==> src/hdl/multiplexed_seven_segment_scanner_defines.svh <==
// ----------------------------------------------------------------------------
// Assertion macros for the multiplexed seven-segment scanner
// Shared property forms that the scanner RTL uses for its checks.
// ----------------------------------------------------------------------------
`ifndef MULTIPLEXED_SEVEN_SEGMENT_SCANNER_DEFINES_SVH
`define MULTIPLEXED_SEVEN_SEGMENT_SCANNER_DEFINES_SVH

// Consequent must hold in the same cycle as the antecedent.
`define MSS_ASSERT_SAME(lbl, clk, rstn, ante, cons, msg) \
  lbl: assert property (@(posedge clk) disable iff (!rstn) (ante) |-> (cons)) \
    else $error(msg);

// Consequent must hold in the cycle after the antecedent.
`define MSS_ASSERT_NEXT(lbl, clk, rstn, ante, cons, msg) \
  lbl: assert property (@(posedge clk) disable iff (!rstn) (ante) |=> (cons)) \
    else $error(msg);

`endif

==> src/hdl/mss_pkg.sv <==
// ----------------------------------------------------------------------------
// Scanner package
// Field widths, codes, configuration type and the character table.
// ----------------------------------------------------------------------------
package mss_pkg;

  localparam int unsigned MAX_DIGITS_DEF = 4;
  localparam int unsigned FUNC_W         = 2;
  localparam int unsigned INDEX_W        = 2;
  localparam int unsigned CODE_W         = 5;
  localparam int unsigned SEG_W          = 7;
  localparam int unsigned DIG_LINES      = 4;
  localparam int unsigned COUNT_W        = 3;
  localparam int unsigned NUM_CODES      = 18;
  localparam int unsigned APB_DATA_W     = 32;
  localparam int unsigned APB_ADDR_W     = 4;

  typedef enum logic [FUNC_W-1:0] {
    FUNC_SET   = 2'd0,
    FUNC_SCAN  = 2'd1,
    FUNC_BLANK = 2'd2
  } func_e;

  typedef enum logic [1:0] {
    REG_DIGIT_COUNT = 2'd0,
    REG_SEG_INV     = 2'd1,
    REG_DIG_INV     = 2'd2
  } reg_e;

  typedef struct packed {
    logic [COUNT_W-1:0] digit_count;
    logic               segments_inverted;
    logic               digits_inverted;
  } cfg_t;

  function automatic logic [SEG_W-1:0] glyph(input logic [CODE_W-1:0] code);
    logic [SEG_W-1:0] pat;
    case (code)
      5'd0:    pat = 7'h3F;
      5'd1:    pat = 7'h06;
      5'd2:    pat = 7'h5B;
      5'd3:    pat = 7'h4F;
      5'd4:    pat = 7'h66;
      5'd5:    pat = 7'h6D;
      5'd6:    pat = 7'h7D;
      5'd7:    pat = 7'h07;
      5'd8:    pat = 7'h7F;
      5'd9:    pat = 7'h6F;
      5'd10:   pat = 7'h00;
      5'd11:   pat = 7'h74;
      5'd12:   pat = 7'h39;
      5'd13:   pat = 7'h79;
      5'd14:   pat = 7'h71;
      5'd15:   pat = 7'h50;
      5'd16:   pat = 7'h63;
      5'd17:   pat = 7'h40;
      default: pat = '0;
    endcase
    return pat;
  endfunction

endpackage

==> src/hdl/mss_channels.sv <==
// ----------------------------------------------------------------------------
// Scanner channels
// Valid/ready interfaces for the command items and the line level items.
// ----------------------------------------------------------------------------
interface mss_in_if;
  logic                       valid;
  logic                       ready;
  logic [mss_pkg::FUNC_W-1:0]  func;
  logic [mss_pkg::INDEX_W-1:0] digit_index;
  logic [mss_pkg::CODE_W-1:0]  char_code;

  modport source(output valid, func, digit_index, char_code, input ready);
  modport sink(input valid, func, digit_index, char_code, output ready);
endinterface

interface mss_out_if;
  logic                          valid;
  logic                          ready;
  logic [mss_pkg::SEG_W-1:0]     segment_lines;
  logic [mss_pkg::DIG_LINES-1:0] digit_lines;

  modport source(output valid, segment_lines, digit_lines, input ready);
  modport sink(input valid, segment_lines, digit_lines, output ready);
endinterface

==> src/hdl/mss_regs.sv <==
// ----------------------------------------------------------------------------
// Scanner configuration registers
// APB register file holding digit count and the two polarity bits.
// ----------------------------------------------------------------------------
module mss_regs (
  input  logic                               clk_i,
  input  logic                               rst_ni,
  input  logic                               psel,
  input  logic                               penable,
  input  logic                               pwrite,
  input  logic [mss_pkg::APB_ADDR_W-1:0]     paddr,
  input  logic [mss_pkg::APB_DATA_W-1:0]     pwdata,
  output logic [mss_pkg::APB_DATA_W-1:0]     prdata,
  output logic                               pready,
  output mss_pkg::cfg_t                      cfg_o
);

  mss_pkg::cfg_t cfg_q, cfg_d;
  mss_pkg::reg_e sel;
  logic          wr_en;

  assign sel    = mss_pkg::reg_e'(paddr[3:2]);
  assign wr_en  = psel && penable && pwrite;
  assign pready = 1'b1;
  assign cfg_o  = cfg_q;

  always_comb begin
    cfg_d = cfg_q;
    if (wr_en) begin
      unique case (sel)
        mss_pkg::REG_DIGIT_COUNT: cfg_d.digit_count = pwdata[mss_pkg::COUNT_W-1:0];
        mss_pkg::REG_SEG_INV:     cfg_d.segments_inverted = pwdata[0];
        mss_pkg::REG_DIG_INV:     cfg_d.digits_inverted = pwdata[0];
        default: ;
      endcase
    end
  end

  always_comb begin
    prdata = '0;
    unique case (sel)
      mss_pkg::REG_DIGIT_COUNT: prdata[mss_pkg::COUNT_W-1:0] = cfg_q.digit_count;
      mss_pkg::REG_SEG_INV:     prdata[0] = cfg_q.segments_inverted;
      mss_pkg::REG_DIG_INV:     prdata[0] = cfg_q.digits_inverted;
      default: ;
    endcase
  end

  always_ff @(posedge clk_i or negedge rst_ni) begin
    if (!rst_ni) begin
      cfg_q <= '0;
    end else begin
      cfg_q <= cfg_d;
    end
  end

endmodule

==> src/hdl/multiplexed_seven_segment_scanner.sv <==
// ----------------------------------------------------------------------------
// Multiplexed seven-segment scanner
// Stores character codes per digit and drives segment and digit lines.
// ----------------------------------------------------------------------------
// Channel  Dir  Handshake      Payload
// in_i     in   valid/ready    func, digit_index, char_code
// out_o    out  valid/ready    segment_lines, digit_lines
// apb      in   psel/penable   paddr, pwdata (prdata back)
//
// Each item's result is registered and is ready in the cycle after the item is taken.
// The line registers themselves form the result register, so a new item is
// accepted whenever no result waits or the waiting one is taken that cycle.
// Reset clears the codes, the pointer and the line levels; there is no
// clearing pass.
`include "multiplexed_seven_segment_scanner_defines.svh"

module multiplexed_seven_segment_scanner #(
  parameter int unsigned MAX_DIGITS = mss_pkg::MAX_DIGITS_DEF
) (
  input  logic                           clk_i,
  input  logic                           rst_ni,
  mss_in_if.sink                         in_i,
  mss_out_if.source                      out_o,
  input  logic                           psel,
  input  logic                           penable,
  input  logic                           pwrite,
  input  logic [mss_pkg::APB_ADDR_W-1:0] paddr,
  input  logic [mss_pkg::APB_DATA_W-1:0] pwdata,
  output logic [mss_pkg::APB_DATA_W-1:0] prdata,
  output logic                           pready
);

  localparam int unsigned PTR_W = (MAX_DIGITS > 1) ? $clog2(MAX_DIGITS) : 1;
  localparam int unsigned CNT_W = $clog2(MAX_DIGITS + 1);
  localparam int unsigned CMP_W = (CNT_W > mss_pkg::COUNT_W) ? CNT_W : mss_pkg::COUNT_W;

  mss_pkg::cfg_t                 cfg;
  logic [mss_pkg::CODE_W-1:0]    codes_q [MAX_DIGITS];
  logic [mss_pkg::CODE_W-1:0]    codes_d [MAX_DIGITS];
  logic [PTR_W-1:0]              ptr_q, ptr_d, ptr_cur;
  logic [mss_pkg::SEG_W-1:0]     seg_q, seg_d;
  logic [mss_pkg::DIG_LINES-1:0] dig_q, dig_d;
  logic                          out_valid_q, out_valid_d;
  logic                          in_fire;
  logic [CMP_W-1:0]              count_ext, eff_count, ptr_ext;
  mss_pkg::func_e                func;

  mss_regs u_regs (
    .clk_i   (clk_i),
    .rst_ni  (rst_ni),
    .psel    (psel),
    .penable (penable),
    .pwrite  (pwrite),
    .paddr   (paddr),
    .pwdata  (pwdata),
    .prdata  (prdata),
    .pready  (pready),
    .cfg_o   (cfg)
  );

  assign in_i.ready          = !out_valid_q || out_o.ready;
  assign in_fire             = in_i.valid && in_i.ready;
  assign out_o.valid         = out_valid_q;
  assign out_o.segment_lines = seg_q;
  assign out_o.digit_lines   = dig_q;
  assign func                = mss_pkg::func_e'(in_i.func);

  assign count_ext = CMP_W'(cfg.digit_count);
  assign eff_count = (count_ext > CMP_W'(MAX_DIGITS)) ? CMP_W'(MAX_DIGITS) : count_ext;
  assign ptr_cur   = (CMP_W'(ptr_q) >= eff_count) ? '0 : ptr_q;
  assign ptr_ext   = CMP_W'(ptr_cur);

  always_comb begin
    out_valid_d = out_valid_q;
    if (out_o.ready) begin
      out_valid_d = 1'b0;
    end
    if (in_fire) begin
      out_valid_d = 1'b1;
    end
  end

  always_comb begin
    codes_d = codes_q;
    ptr_d   = ptr_q;
    seg_d   = seg_q;
    dig_d   = dig_q;
    if (in_fire) begin
      case (func)
        mss_pkg::FUNC_SET: begin
          if (32'(in_i.char_code) < mss_pkg::NUM_CODES) begin
            for (int i = 0; i < int'(MAX_DIGITS); i++) begin
              if (i == int'(in_i.digit_index)) begin
                codes_d[i] = in_i.char_code;
              end
            end
          end
        end
        mss_pkg::FUNC_SCAN: begin
          if (eff_count != '0) begin
            for (int i = 0; i < int'(mss_pkg::DIG_LINES); i++) begin
              if (CMP_W'(i) < eff_count) begin
                dig_d[i] = cfg.digits_inverted;
              end
              if (CMP_W'(i) == ptr_ext) begin
                dig_d[i] = !cfg.digits_inverted;
              end
            end
            seg_d = mss_pkg::glyph(codes_q[ptr_cur])
                    ^ {mss_pkg::SEG_W{cfg.segments_inverted}};
            ptr_d = ((ptr_ext + CMP_W'(1)) == eff_count) ? '0 : ptr_cur + PTR_W'(1);
          end
        end
        mss_pkg::FUNC_BLANK: begin
          for (int i = 0; i < int'(mss_pkg::DIG_LINES); i++) begin
            if (CMP_W'(i) < eff_count) begin
              dig_d[i] = cfg.digits_inverted;
            end
          end
        end
        default: ;
      endcase
    end
  end

  always_ff @(posedge clk_i or negedge rst_ni) begin
    if (!rst_ni) begin
      for (int i = 0; i < int'(MAX_DIGITS); i++) begin
        codes_q[i] <= '0;
      end
      ptr_q       <= '0;
      seg_q       <= '0;
      dig_q       <= '0;
      out_valid_q <= 1'b0;
    end else begin
      codes_q     <= codes_d;
      ptr_q       <= ptr_d;
      seg_q       <= seg_d;
      dig_q       <= dig_d;
      out_valid_q <= out_valid_d;
    end
  end

  `MSS_ASSERT_NEXT(a_set_keeps_lines, clk_i, rst_ni, in_fire && func == mss_pkg::FUNC_SET, $stable(seg_q) && $stable(dig_q), "set item changed the line levels")
  `MSS_ASSERT_SAME(a_no_accept_when_full, clk_i, rst_ni, out_valid_q && !out_o.ready, !in_i.ready, "item accepted while a result was waiting")
  `MSS_ASSERT_NEXT(a_idle_scan_holds, clk_i, rst_ni, in_fire && func == mss_pkg::FUNC_SCAN && eff_count == '0, $stable(ptr_q) && $stable(seg_q) && $stable(dig_q), "scan with no digits changed state")

endmodule
==> src/flat_wrapper.sv <==
// flat-port wrapper written by rule: the top's interface ports become plain ports
module multiplexed_seven_segment_scanner_flat 
#(
  parameter int unsigned MAX_DIGITS = mss_pkg::MAX_DIGITS_DEF
)
  (clk_i, rst_ni, psel, penable, pwrite, paddr, pwdata, prdata, pready, in_i_valid, in_i_func, in_i_digit_index, in_i_char_code, in_i_ready, out_o_valid, out_o_segment_lines, out_o_digit_lines, out_o_ready);
  mss_in_if in_i_i ();
  mss_out_if out_o_i ();
  input  logic clk_i;
  input  logic rst_ni;
  input  logic psel;
  input  logic penable;
  input  logic pwrite;
  input  logic [mss_pkg::APB_ADDR_W-1:0] paddr;
  input  logic [mss_pkg::APB_DATA_W-1:0] pwdata;
  output logic [mss_pkg::APB_DATA_W-1:0] prdata;
  output logic pready;
  input wire logic [$bits(in_i_i.valid)-1:0] in_i_valid;
  input wire logic [$bits(in_i_i.func)-1:0] in_i_func;
  input wire logic [$bits(in_i_i.digit_index)-1:0] in_i_digit_index;
  input wire logic [$bits(in_i_i.char_code)-1:0] in_i_char_code;
  output wire logic [$bits(in_i_i.ready)-1:0] in_i_ready;
  output wire logic [$bits(out_o_i.valid)-1:0] out_o_valid;
  output wire logic [$bits(out_o_i.segment_lines)-1:0] out_o_segment_lines;
  output wire logic [$bits(out_o_i.digit_lines)-1:0] out_o_digit_lines;
  input wire logic [$bits(out_o_i.ready)-1:0] out_o_ready;
  assign in_i_i.valid = in_i_valid;
  assign in_i_i.func = in_i_func;
  assign in_i_i.digit_index = in_i_digit_index;
  assign in_i_i.char_code = in_i_char_code;
  assign in_i_ready = in_i_i.ready;
  assign out_o_valid = out_o_i.valid;
  assign out_o_segment_lines = out_o_i.segment_lines;
  assign out_o_digit_lines = out_o_i.digit_lines;
  assign out_o_i.ready = out_o_ready;
  multiplexed_seven_segment_scanner #(.MAX_DIGITS(MAX_DIGITS)) u_core (.clk_i(clk_i), .rst_ni(rst_ni), .in_i(in_i_i), .out_o(out_o_i), .psel(psel), .penable(penable), .pwrite(pwrite), .paddr(paddr), .pwdata(pwdata), .prdata(prdata), .pready(pready));
endmodule
==> config.mk <==
export PLATFORM = sky130hd
export DESIGN_NAME = multiplexed_seven_segment_scanner_flat
export DESIGN_NICKNAME = d
export VERILOG_FILES = /design/src/hdl/mss_pkg.sv /design/src/hdl/mss_channels.sv /design/src/hdl/mss_regs.sv /design/src/hdl/multiplexed_seven_segment_scanner.sv /design/src/flat_wrapper.sv
export VERILOG_INCLUDE_DIRS = /design/src /design/src/hdl
export SDC_FILE = /design/constraint.sdc
export NUM_CORES = 1
export LEC_CHECK = 0
export BUFFER_PORTS_ARGS = -buffer_cell sky130_fd_sc_hd__buf_4
export CAP_MARGIN = 20
export CORE_ASPECT_RATIO = 0.8
export CORE_MARGIN = 3
export CORE_UTILIZATION = 43
export DETAILED_ROUTE_END_ITERATION = 10
export PLACE_DENSITY_LB_ADDON = 0.3
export SYNTH_ARGS = -nofsm -noshare
export SYNTH_HDL_FRONTEND = slang
export SYNTH_SLANG_ARGS = --single-unit
==> constraint.sdc <==
create_clock -name clk_i -period 3 [get_ports clk_i]
set_input_delay 0.45 -clock clk_i [delete_from_list [all_inputs] [get_ports clk_i]]
set_output_delay 0.45 -clock clk_i [all_outputs]
set_load 0.03 [all_outputs]
Word level (Yosys, flattened, before mapping)

Memories as Yosys holds them, arrays and structs flattened.
Index checks and enable logic that the tools add are counted.

Flip-flop bits (word level): 39
Bits in read-only memories: 224
Memories: 1
Word-level logic and storage cells: 81
Bits of input ports: 52
Output and inout port bits: 46

Bitwise operators: 2
Reduce and logical (&&, ||, !) cells: 22
Multiplexer cells: 23
Add/sub/neg operators: 2
Equal/unequal tests: 12
Magnitude comparators: 8

Memory list:

| memory          | depth | width | rd ports | clocked after Yosys merged registers in | write ports | RTL line      | text |
|---|---|---|---|---|---|---|---|
| (no name shown) | 32    | 7     | 1        | 0                                       | 0           | mss_pkg.sv:38 | `case (code)` |

Operators with widths:

| operator                                                   | number |
|---|---|
| two-way mux 7 bit                                          | 3 |
| AND reduction 4 bit                                        | 4 |
| binary-select mux 5 bit (select 2 bit)                     | 1 |
| two-way mux 1 bit                                          | 10 |
| two-way mux 5 bit                                          | 2 |
| == test 2 bit (first input constant)                       | 4 |
| one-hot mux 4 bit (2 select lines)                         | 1 |
| XOR 7 bit                                                  | 1 |
| zero test 2 bit                                            | 3 |
| less-than comparator 1 x 3 -> 1 bit (first input constant) | 2 |
| less-than comparator 2 x 3 -> 1 bit (first input constant) | 2 |
| two-way mux 2 bit                                          | 3 |
| AND reduction 2 bit                                        | 3 |
| AND reduction 3 bit                                        | 2 |
| less-than comparator 5 bit (second input constant)         | 1 |
| == test 1 x 2 -> 1 bit (first input constant)              | 2 |
| == test 2 x 1 -> 1 bit (second input constant)             | 2 |
| == test 2 bit (second input constant)                      | 2 |
| two-way mux 4 bit                                          | 1 |
| nonzero test 2 bit                                         | 2 |
| adder 2 x 1 -> 3 bit (second input constant)               | 1 |
| == test 3 bit                                              | 1 |
| greater-or-equal comparator 2 x 3 -> 1 bit                 | 1 |
| greater-or-equal comparator 3 bit (second input constant)  | 1 |
| 11 further kinds                                           | 14 |

Depth between registers and ports, before layout

Gate-level depths: netlist of the first run.
An unclocked memory read counts as a cell.

Depth in word-level cells: 13
Depth in mapped cells: 13
Depth with buffers taken out: 12

Cells and area by module

From an unflattened synthesis of the first run, not the netlist that was laid out.

Cells, all modules: 280
Area, all modules: 2,775.2 µm²

By module, submodules not included:

| module                            | sequential area each (µm²) | times used | area each (µm²) | cells an instance |
|---|---|---|---|---|
| multiplexed_seven_segment_scanner | 850.8                      | 1          | 2,274.7         | 228 |
| mss_regs                          | 125.1                      | 1          | 500.5           | 52 |

Least setup slack after synthesis of the first run

No wires, ideal clock.

Path type: flip-flop to flip-flop
Start: register u_core.u_regs.cfg_q (netlist bit u_core.u_regs.cfg_o[4])
End: register u_core.seg_q (netlist bit u_core.out_o.segment_lines[6])
Stages on the path, launching flop included: 14
Slack: -0.162 ns
Data required time: 2.869 ns
Library setup time: 0.131 ns
Path buffers: 1
Clock period less this slack: 3.162 ns
Data arrival time: 3.031 ns
Path through: dfrtp_1 > buf_6 > and2b_1 > ha_1 > nand2b_1 > a21oi_4 > a31oi_1 > o221ai_1 > inv_1 > ha_1 > mux2i_1 > a22oi_2 > o211a_1 > or3_1

Cells in the longest elaborated chain, start to end: 13
Elaborated cells on any way between the ends: 15
Those cells by class: order compare: 2; mux: 8; bitwise: 2; reduce/logical: 2; memory: 1

Ends and longest elaborated chain:

| what                                                  | RTL line                                 | text |
|---|---|---|
| start: declaration                                    | mss_regs.sv:18                           | `mss_pkg::cfg_t cfg_q, cfg_d;` |
| start signal: assignment                              | mss_regs.sv:53                           | `cfg_q <= cfg_d;` |
| > comparator 3 bit                                    | multiplexed_seven_segment_scanner.sv:69  | `assign eff_count = (count_ext > CMP_W'(MAX_DIGITS)) ? CMP_W'(MAX_DIGITS) : count_ext;` |
| two-way mux 3 bit (*)                                 | multiplexed_seven_segment_scanner.sv:69  |  |
| greater-or-equal comparator 2 x 3 -> 1 bit            | multiplexed_seven_segment_scanner.sv:70  | `assign ptr_cur = (CMP_W'(ptr_q) >= eff_count) ? '0 : ptr_q;` |
| two-way mux 2 bit                                     | multiplexed_seven_segment_scanner.sv:70  |  |
| inverter 2 -> 3 bit (implied by the code)             | multiplexed_seven_segment_scanner.sv:109 | `seg_d = mss_pkg::glyph(codes_q[ptr_cur])` |
| binary-select mux 5 bit (select 2 bit)                | multiplexed_seven_segment_scanner.sv:109 |  |
| two-way mux 5 bit (implied by the code) (2 in series) | multiplexed_seven_segment_scanner.sv:109 |  |
| memory read (32 x 7 bit)                              | n/a                                      |  |
| two-way mux 7 bit                                     | multiplexed_seven_segment_scanner.sv:100 | `if (eff_count != '0) begin` |
| two-way mux 7 bit                                     | multiplexed_seven_segment_scanner.sv:89  | `case (func)` |
| two-way mux 7 bit                                     | multiplexed_seven_segment_scanner.sv:88  | `if (in_fire) begin` |
| XOR 7 bit                                             | multiplexed_seven_segment_scanner.sv:110 | `^ {mss_pkg::SEG_W{cfg.segments_inverted}};` |
| end signal: assignment                                | multiplexed_seven_segment_scanner.sv:138 | `seg_q <= seg_d;` |
| end: declaration                                      | multiplexed_seven_segment_scanner.sv:41  | `logic [mss_pkg::SEG_W-1:0] seg_q, seg_d;` |

Every way passes the cells marked *; elsewhere a longest branch is shown, timed or not. The select of a mux whose other input is x is not followed.
A chain may end at the register's enable or synchronous reset.

Worst setup path after layout of the first run

Same ends and word-level chain as after synthesis.

==> results of run 1 <==
## timing repair
action | CTS | global route
resized for setup | 0 | 5
endpoints found under the hold margin | 0 | 0
buffers inserted | 0 | 2
endpoints found under the setup margin | 0 | 3
## worst min path at each step
stage	to	startpoint	slack, ns	cells past startpoint
detailed placement	u_core.out_o.digit_lines[2]	rst_ni	0.46	1
finish	u_core.out_o.digit_lines[1]	rst_ni	0.11	1
global placement	u_core.out_o.valid	rst_ni	0.46	1
CTS	u_core.codes_q[17]	rst_ni	0.12	1
floorplan	u_core.codes_q[0]	rst_ni	0.15	0
global route	u_core.out_o.segment_lines[5]	rst_ni	0.14	1
## cells by family after synthesis
logic type                 count (synthesis)  share of synthesized area [%]
buffers and inverters                     50                           11.2
and+or+nand+nor                           89                           16.4
AOI/OAI and AO/OA                         67                           20.0
DFF                                       39                           33.8
adders and majority gates                 11                           4.77
muxes                                     33                           12.7
xor gates and xnor gates                   3                          0.910
other                                      2                          0.260
## per-layer routing
| layer | share of wire [%] | up-vias |
|---|---|---|
| met3 | 5.9 | 5 |
| li1 | - | 1100 |
| met2 | 45 | 69 |
| met4 | 1.0 | 0 |
| met1 | 49 | 1090 |
| met5 | 0 | - |
## area by class of cell
type | instances | area [um^2] | area share, %
Clock buffer | 5 | 68.8 | 2.06
Clock inverter | 3 | 43.8 | 1.31
Inverter | 11 | 41.3 | 1.24
Multi-Input combinational cell | 233 | 1730 | 51.9
Sequential cell | 39 | 977 | 29.3
Tap cell | 84 | 105 | 3.15
Timing Repair Buffer | 49 | 368 | 11.0
## worst reg2reg max path, delay by kind of cell (launching register included)
family	cells	cell delay, ns
and+or+nand+nor	3	0.73
AOI/OAI and AO/OA	5	0.73
adders and majority gates	2	0.49
DFF	1	0.42
muxes	1	0.17
buffers and inverters	1	0.16
## power breakdown
part / switching [mW] / internal, mW / leakage [nW] / total [mW]
Sequential: 0.0940 / 0.667 / 0.481 / 0.761
Combinational: 1.12 / 0.821 / 1.01 / 1.94
Clock: 0.208 / 0.248 / 0.0581 / 0.456
Total: 1.42 / 1.74 / 1.55 / 3.16
## synth_stat cells (3+ instances only)
cell type / n / area share (%)
a32oi_1: 4 / 1.2
a21o_1: 3 / 0.78
mux2i_1: 7 / 2.4
nor2_1: 17 / 2.2
dfrtp_1: 39 / 34
inv_1: 11 / 1.4
a21oi_1: 7 / 1.2
o211ai_1: 5 / 1.3
nand2_1: 23 / 3.0
mux2_2: 25 / 9.7
nor3_1: 7 / 1.2
ha_1: 11 / 4.8
nand2b_1: 6 / 1.3
nand3b_1: 4 / 1.0
buf_2: 3 / 0.52
or3_1: 6 / 1.3
clkbuf_1: 3 / 0.39
nand3_1: 11 / 1.9
o21ai_0: 8 / 1.4
a22oi_1: 3 / 0.78
buf_4: 31 / 8.1
a211oi_1: 3 / 0.78
## stage by stage
| stage | utilization [%] | hold WS (ns) | worst slack, ns |
|---|---|---|---|
| after floorplan | - | 0.154 | 0.0180 |
| after global placement | 49.5 | 0.457 | 0.0749 |
| after detailed placement | 49.5 | 0.463 | 0.0693 |
| after CTS | 51.3 | 0.124 | 0.0363 |
| after global routing | 51.8 | 0.138 | 0.00818 |
| final | 51.8 | 0.105 | 0.157 |
## sequential cells by signal (all words and copies together), names as in the netlist
name / flops
u_core.u_regs.cfg_o: 5
u_core.out_o.digit_lines: 4
u_core.out_o.segment_lines: 7
u_core.out_o.valid: 1
u_core.codes_q: 20
u_core.ptr_q: 2
==> flow_summary.json, run 1 <==
{
  "ir_drop_mv": 0.541,
  "placed_cell_area_um2": 3190,
  "die_h_um": 79.3,
  "htreeDepth": 2,
  "final_common_cell": "buf_4",
  "diodes": 0,
  "crit_arrival_ns": 3.03,
  "dieArea_um2": 7740,
  "final_hold_viol_count": 0,
  "wl_um": 6080,
  "p_leak_nw": 1.55,
  "tightest_slew_ns": 0.567,
  "maxCapViolCount": 0,
  "area_growth_pct": 15.5,
  "cts-root-buf": "clkbuf_8",
  "gp_congestion": 0.854,
  "cp.required_ns": 3.19,
  "finalNonFillerCells": 424,
  "power.total_mw": 3.16,
  "hold_buffers": 0,
  "drt-pass1-iter-count": 5,
  "r2r-start": "u_core.u_regs.cfg_o[4]",
  "powerDensity_nw_per_um2": 946,
  "port_buffers": 36,
  "coreArea_um2": 6440,
  "route.detailed.wl_per_inst_um": 14.3,
  "cts_buffers": 5,
  "endpoint": "u_core.out_o.segment_lines[6]",
  "async_flop_share_pct": 100,
  "end_kind": "flip-flop",
  "grtUsageTotal_pct": 16.5,
  "synth_area_um2": 2890,
  "fillers": 588,
  "critPathMaxStageDelay_ns": 0.42,
  "slew_headroom_pct": 61.9,
  "yosys_most_used_dff": "dfrtp_1",
  "grt_pass1_wl_um": 10300,
  "reg2reg_to": "u_core.out_o.segment_lines[6]",
  "rsz0062_at_grt": "no",
  "synth.avg_cell_area_um2": 9.82,
  "path_class": "flip-flop to flip-flop",
  "synth-seq-cells": 39,
  "grt.met2_usage_pct": 25.0,
  "met1_usage_pct": 23.5,
  "start_util_pct": 44.8,
  "tritoncts": "built",
  "crit_fanout": 5,
  "drtAntennaViolNets": 0,
  "die_width_um": 97.6,
  "place_inst": 414,
  "worstRegToRegCells": 12,
  "crit_path_top_delay_cell": "dfrtp_2",
  "grt_use_met3_pct": 4.92,
  "clk_path_buf_depth": 2,
  "path_buf_inv": 1,
  "start_kind": "flip-flop",
  "synth_edf_count": 0,
  "status": "finished clean",
  "critPathLaunch": "u_core.u_regs.cfg_o[4]",
  "final_cell_area_um2": 3340,
  "first_global_vias": 2105,
  "drt_iter0_markers": 83,
  "viasPerCell": 5.34,
  "num-nets-final": 402,
  "path_delay_family": "simple AND/OR/NAND/NOR gates",
  "path_depth": 12,
  "hold_class": "input pin to asynchronous set/reset pin",
  "final_cell_mix": "buf_4, dfrtp_1, conb_1",
  "drc_errors": 0,
  "slew_violations": 0,
  "r2r_slack_ns": 0.16,
  "grt.busiest_layer": "met2",
  "drive_gt1_share_pct": 31.5,
  "yosys_warnings": 0,
  "path_cells": "nand2b_1 -> ha_4 -> nor2b_4 -> a21oi_4 -> a31oi_1 -> o221ai_2 -> buf_4 -> ha_1 -> mux2i_1 -> a22oi_2 -> o211a_1 -> or3_1",
  "maxClockFrequency_ghz": 0.352,
  "ios": 98,
  "fin_crit_sh_pct": 94.8,
  "seq_area_frac_synth_pct": 33.8,
  "antenna_found_initial": 0,
  "setup_viol": 0,
  "rows": 26,
  "synth_cell_types": 65,
  "synthCells": 294,
  "clkTransAtPathRegs_ns": 0.08,
  "hpwl_um": 4650,
  "grt_max_degree": 40,
  "grt-ovfl-total": 0,
  "fin_crit_ns": 2.84,
  "skew_ns": 0.00823,
  "setup-tns-final_ns": 0,
  "clk_latency_ns": 0.30,
  "num_vias": 2264,
  "clock_sinks": 39
}
Note: power is estimated with default switching activity, not from simulation.
==> run 2: changes to the inputs <==
--- a/config.mk
+++ b/config.mk
@@ -10,7 +10,7 @@
 export CAP_MARGIN = 20
 export CORE_ASPECT_RATIO = 0.8
 export CORE_MARGIN = 3
-export CORE_UTILIZATION = 43
+export CORE_UTILIZATION = 46
 export DETAILED_ROUTE_END_ITERATION = 10
 export PLACE_DENSITY_LB_ADDON = 0.3
 export SYNTH_ARGS = -nofsm -noshare
==> flow_summary.json, run 2 (synthesis gave the netlist of run 1 again) <==
{
  "status": "finished clean",
  "rows": 25,
  "path_delay_family": "compound AO/OA/AOI/OAI gates",
  "port_buffers": 36,
  "area_growth_pct": 15.3,
  "start_kind": "flip-flop",
  "drtAntennaViolNets": 0,
  "powerDensity_nw_per_um2": 955,
  "viasPerCell": 5.29,
  "drt-pass1-iter-count": 4,
  "tightest_slew_ns": 0.561,
  "final_cell_mix": "buf_4, dfrtp_1, conb_1",
  "clkTransAtPathRegs_ns": 0.08,
  "crit_arrival_ns": 3.03,
  "first_global_vias": 2231,
  "gp_congestion": 0.849,
  "clk_path_buf_depth": 2,
  "num-nets-final": 401,
  "drive_gt1_share_pct": 31.6,
  "final_common_cell": "buf_4",
  "slew_violations": 0,
  "fillers": 562,
  "coreArea_um2": 6010,
  "hpwl_um": 4840,
  "power.total_mw": 3.18,
  "die_width_um": 94.6,
  "maxCapViolCount": 0,
  "final_hold_viol_count": 0,
  "route.detailed.wl_per_inst_um": 14.7,
  "htreeDepth": 2,
  "path_buf_inv": 0,
  "grt_max_degree": 40,
  "crit_path_top_delay_cell": "dfrtp_2",
  "rsz0062_at_grt": "yes",
  "grt.met2_usage_pct": 28.8,
  "grt-ovfl-total": 0,
  "num_vias": 2220,
  "critPathMaxStageDelay_ns": 0.37,
  "crit_fanout": 6,
  "setup_viol": 0,
  "cp.required_ns": 3.17,
  "wl_um": 6190,
  "largest_reg_flops": 20,
  "maxClockFrequency_ghz": 0.349,
  "path_cells": "and2b_1 -> ha_1 -> and2b_2 -> o2111ai_1 -> o2111ai_2 -> a21oi_4 -> a22oi_2 -> o211a_1 -> or3_1",
  "diodes": 0,
  "clk_latency_ns": 0.29,
  "met1_usage_pct": 24.3,
  "antenna_found_initial": 0,
  "top_register": "u_core.codes_q",
  "drc_errors": 0,
  "grtUsageTotal_pct": 17.7,
  "hold_slack_ns": 0.132,
  "grt_pass1_wl_um": 10500,
  "fin_crit_sh_pct": 95.5,
  "clock_sinks": 39,
  "slew_headroom_pct": 62.3,
  "ir_drop_mv": 0.682,
  "utilization_pct": 55.4,
  "fin_crit_ns": 2.86,
  "tritoncts": "built",
  "ios": 98,
  "hold_class": "input pin to asynchronous set/reset pin",
  "placed_cell_area_um2": 3190,
  "setup-tns-final_ns": 0,
  "skew_ns": 0.00550,
  "drt_iter0_markers": 92,
  "path_class": "flip-flop to flip-flop",
  "end_kind": "flip-flop",
  "cts-root-buf": "clkbuf_8",
  "final_cell_area_um2": 3330,
  "hold_buffers": 0,
  "grt_use_met3_pct": 3.82,
  "p_leak_nw": 1.55,
  "dieArea_um2": 7270,
  "die_h_um": 76.9,
  "start_util_pct": 48.1,
  "cts_buffers": 5,
  "grt.busiest_layer": "met2"
}
run 2: cell count changes in the layout (fill, tap and decap cells not counted):
| cell | previous run | this run |
|---|---|---|
| o21ai_2 | 2 | 1 |
| ha_1 | 9 | 10 |
| a32oi_1 | 4 | 3 |
| o21ai_4 | 0 | 1 |
| nand2_2 | 0 | 1 |
| ha_4 | 1 | 0 |
| buf_4 | 49 | 48 |
| a32oi_2 | 0 | 1 |
| nand2_1 | 23 | 22 |
run 2: metrics by stage:
stage / cells / setup slack, ns
final: 420 / 0.136
after global routing: 420 / -0.00897
after CTS: 419 / 0.0869
after detailed placement: 411 / 0.00565
after global placement: 411 / 0.0557
after floorplan: 322 / 0.0180
run 2: timing repair:
action | 4_1_cts | 5_1_grt
gates resized for setup | 1 | 6
endpoints found under the setup margin | 1 | 4
pin swaps | 0 | 1
setup buffers | 0 | 1
run 2: per-layer routing:
metal	share of wire, %	vias up
li1	-	1094
met1	48	1076
met2	46	46
met3	5.3	4
met4	0.76	0
met5	0	-
run 2: final timing paths:
check,startpoint,end,slack (ns),depth (start not counted)
worst min-delay path,rst_ni,u_core.out_o.segment_lines[5],0.13,1
worst max-delay path,u_core.u_regs.cfg_o[4],u_core.out_o.segment_lines[6],0.14,9
worst min register to register,u_core.out_o.segment_lines[2],u_core.out_o.segment_lines[2],0.50,2
min in group clk_i,in_i_valid,u_core.out_o.valid,0.36,2
max in group asynchronous,rst_ni,u_core.u_regs.cfg_o[4],2.50,1
worst max register to register,u_core.u_regs.cfg_o[4],u_core.out_o.segment_lines[6],0.14,9
run 2: area by class of cell:
class	count	area [um^2]	share of cell area, %
multi-input combinational	233	1740	52.2
sequential	39	977	29.3
timing repair buffer	48	360	10.8
tap	81	101	3.04
clock buffer	5	68.8	2.07
clock inverter	3	43.8	1.32
inverter	11	41.3	1.24
run 2: power by group:
part,switching (mW),internal (mW)
registers,0.0928,0.667
clock network,0.199,0.248
logic,1.16,0.818
total,1.45,1.73
==> run 3: changes to the inputs <==
--- a/config.mk
+++ b/config.mk
@@ -6,6 +6,7 @@
 export SDC_FILE = /design/constraint.sdc
 export NUM_CORES = 1
 export LEC_CHECK = 0
+export ABC_AREA = 1
 export BUFFER_PORTS_ARGS = -buffer_cell sky130_fd_sc_hd__buf_4
 export CAP_MARGIN = 20
 export CORE_ASPECT_RATIO = 0.8
==> flow_summary.json, run 3 <==
{
  "status": "finished clean",
  "end_kind": "flip-flop",
  "path_class": "flip-flop to flip-flop",
  "num_vias": 2375,
  "synthTopCellsByArea": "dfrtp_1, nand2_1, buf_4",
  "synth_edf_count": 0,
  "fin_crit_ns": 2.75,
  "grt_max_degree": 40,
  "clock_sinks": 39,
  "num-nets-final": 480,
  "reg2reg_to": "u_core.out_o.segment_lines[2]",
  "die_width_um": 93.8,
  "p_leak_nw": 1.67,
  "synth.largest_area_cell": "dfrtp_1",
  "drive_gt1_share_pct": 21.3,
  "synth_area_um2": 2840,
  "synthCells": 372,
  "route.detailed.wl_per_inst_um": 11.8,
  "powerDensity_nw_per_um2": 981,
  "maxClockFrequency_ghz": 0.364,
  "synth.avg_cell_area_um2": 7.62,
  "wl_met1_um": 2840,
  "drt_iter0_markers": 90,
  "synthTopCellsByCount": "nand2_1, nand3_1, dfrtp_1",
  "crit_fanout": 11,
  "dieArea_um2": 7150,
  "r2r-start": "u_core.u_regs.cfg_o[2]",
  "fin_crit_sh_pct": 91.6,
  "cts-root-buf": "clkbuf_8",
  "routed-wl-met2_um": 2660,
  "clkTransAtPathRegs_ns": 0.07,
  "setup_viol": 0,
  "met3_length_um": 312,
  "power.total_mw": 3.13,
  "drc_errors": 0,
  "antenna_found_initial": 0,
  "yosysMostFrequentCell": "nand2_1",
  "finalNonFillerCells": 496,
  "synth_top_area_share_pct": 34.4,
  "port_buffers": 36,
  "area_growth_pct": 12.6,
  "maxCapViolCount": 0,
  "cts_buffers": 5,
  "async_flop_share_pct": 100,
  "diodes": 0,
  "post-place-ws_ns": 0.101,
  "hpwl_um": 4690,
  "grt_pass1_wl_um": 10000,
  "slew_violations": 0,
  "drt-pass1-iter-count": 4,
  "seq_area_frac_synth_pct": 34.4,
  "synth_cell_types": 41,
  "place_inst": 486,
  "crit_arrival_ns": 2.94,
  "start_kind": "flip-flop",
  "synth-seq-cells": 39,
  "viasPerCell": 4.79,
  "r2r_slack_ns": 0.25,
  "die_h_um": 76.2,
  "clk_latency_ns": 0.29,
  "yosys_most_used_dff": "dfrtp_1",
  "final_cell_mix": "nand2_1, buf_4, nand3_1",
  "rows": 24,
  "first_global_vias": 2219,
  "gp_congestion": 0.791,
  "hold_buffers": 0,
  "top_register": "u_core.codes_q",
  "fillers": 593,
  "htreeDepth": 2,
  "tritoncts": "built",
  "ir_drop_mv": 0.378,
  "wl_um": 5870,
  "drtAntennaViolNets": 0,
  "layout_setup_ws_ns": 0.253,
  "skew_ns": 0.00304,
  "final_common_cell": "nand2_1",
  "clk_path_buf_depth": 2,
  "final_hold_viol_count": 0,
  "yosys_warnings": 0,
  "start_util_pct": 49.7,
  "top_layer": "met4",
  "grtUsageTotal_pct": 17.0,
  "hold_slack_ns": 0.118,
  "grt-ovfl-total": 0,
  "largest_reg_flops": 20,
  "hold_class": "input pin to asynchronous set/reset pin",
  "worstRegToRegCells": 19,
  "ios": 98,
  "coreArea_um2": 5710,
  "cp.required_ns": 3.20
}
run 3: layout make-up:
class | count | area (um^2) | area share [%]
Clock inverter | 1 | 5.00 | 0.157
Clock buffer | 7 | 76.3 | 2.39
Multi-Input combinational cell | 283 | 1520 | 47.6
Inverter | 42 | 173 | 5.41
Timing Repair Buffer | 46 | 345 | 10.8
Tap cell | 78 | 97.6 | 3.06
Sequential cell | 39 | 976 | 30.6
run 3: repair_timing:
item | in CTS | in global routing
endpoints found under the setup margin | 0 | 7
gates resized for setup | 0 | 4
setup buffers | 0 | 2
run 3: worst max path at each step:
stage	start	to	slack, ns	cells after the start
after floorplan	u_core.u_regs.cfg_o[3]	u_core.out_o.segment_lines[3]	0.46	16
after global placement	u_core.u_regs.cfg_o[2]	u_core.out_o.segment_lines[6]	0.18	21
after detailed placement	u_core.u_regs.cfg_o[2]	u_core.out_o.segment_lines[2]	0.10	19
after CTS	u_core.u_regs.cfg_o[2]	u_core.out_o.segment_lines[2]	0.07	19
after global routing	u_core.u_regs.cfg_o[2]	u_core.out_o.segment_lines[1]	-0.005	17
final	u_core.u_regs.cfg_o[2]	u_core.out_o.segment_lines[2]	0.25	19
run 3: logic make-up (layout without fill, tap and decap cells):
family                     Yosys count  count (layout)  synth area share, %
AOI/OAI and AO/OA                   54              54                 10.8
xor gates and xnor gates             4               4                 1.24
and+or+nand+nor                    184             184                 32.6
other                                2              30                0.265
DFF                                 39              39                 34.4
adders and majority gates           11              11                 4.85
buffers and inverters               78              96                 15.8
run 3: layer usage:
metal  vias up  global-route usage, %
met5         -                      0
met4         0                   5.77
met3         6                   3.55
met2        58                   27.1
met1      1075                   22.8
li1       1236                      -
run 3: per-stage QoR:
step,util [%],TNS [ns],area [um^2]
5_1_grt,56.0,-0.00477,3190
4_1_cts,55.5,0,3170
6_report,56.0,0,3190
3_5_place_dp,54.1,0,3090
3_3_place_gp,54.1,0,3090
2_1_floorplan,-,0,2940
run 3: worst max-delay path, cell delays in order (launching register included):
cell     delay [ns]
dfrtp_1        0.41
inv_2          0.08
nand2_1        0.07
a21oi_2        0.20
ha_1           0.27
inv_1          0.06
nand2_1        0.05
nand2_1        0.05
nand2_1        0.08
nand2_4        0.12
nand2_8        0.11
inv_6          0.11
nand2_1        0.06
nand2_2        0.11
inv_1          0.09
ha_1           0.21
nand2_1        0.12
nand3_1        0.12
xor2_1         0.15
o21ai_0        0.17
run 3: power by group:
part | internal, mW | switching, mW | total (mW)
Clock | 0.163 | 0.171 | 0.334
Combinational | 0.746 | 1.26 | 2.00
Sequential | 0.675 | 0.120 | 0.795
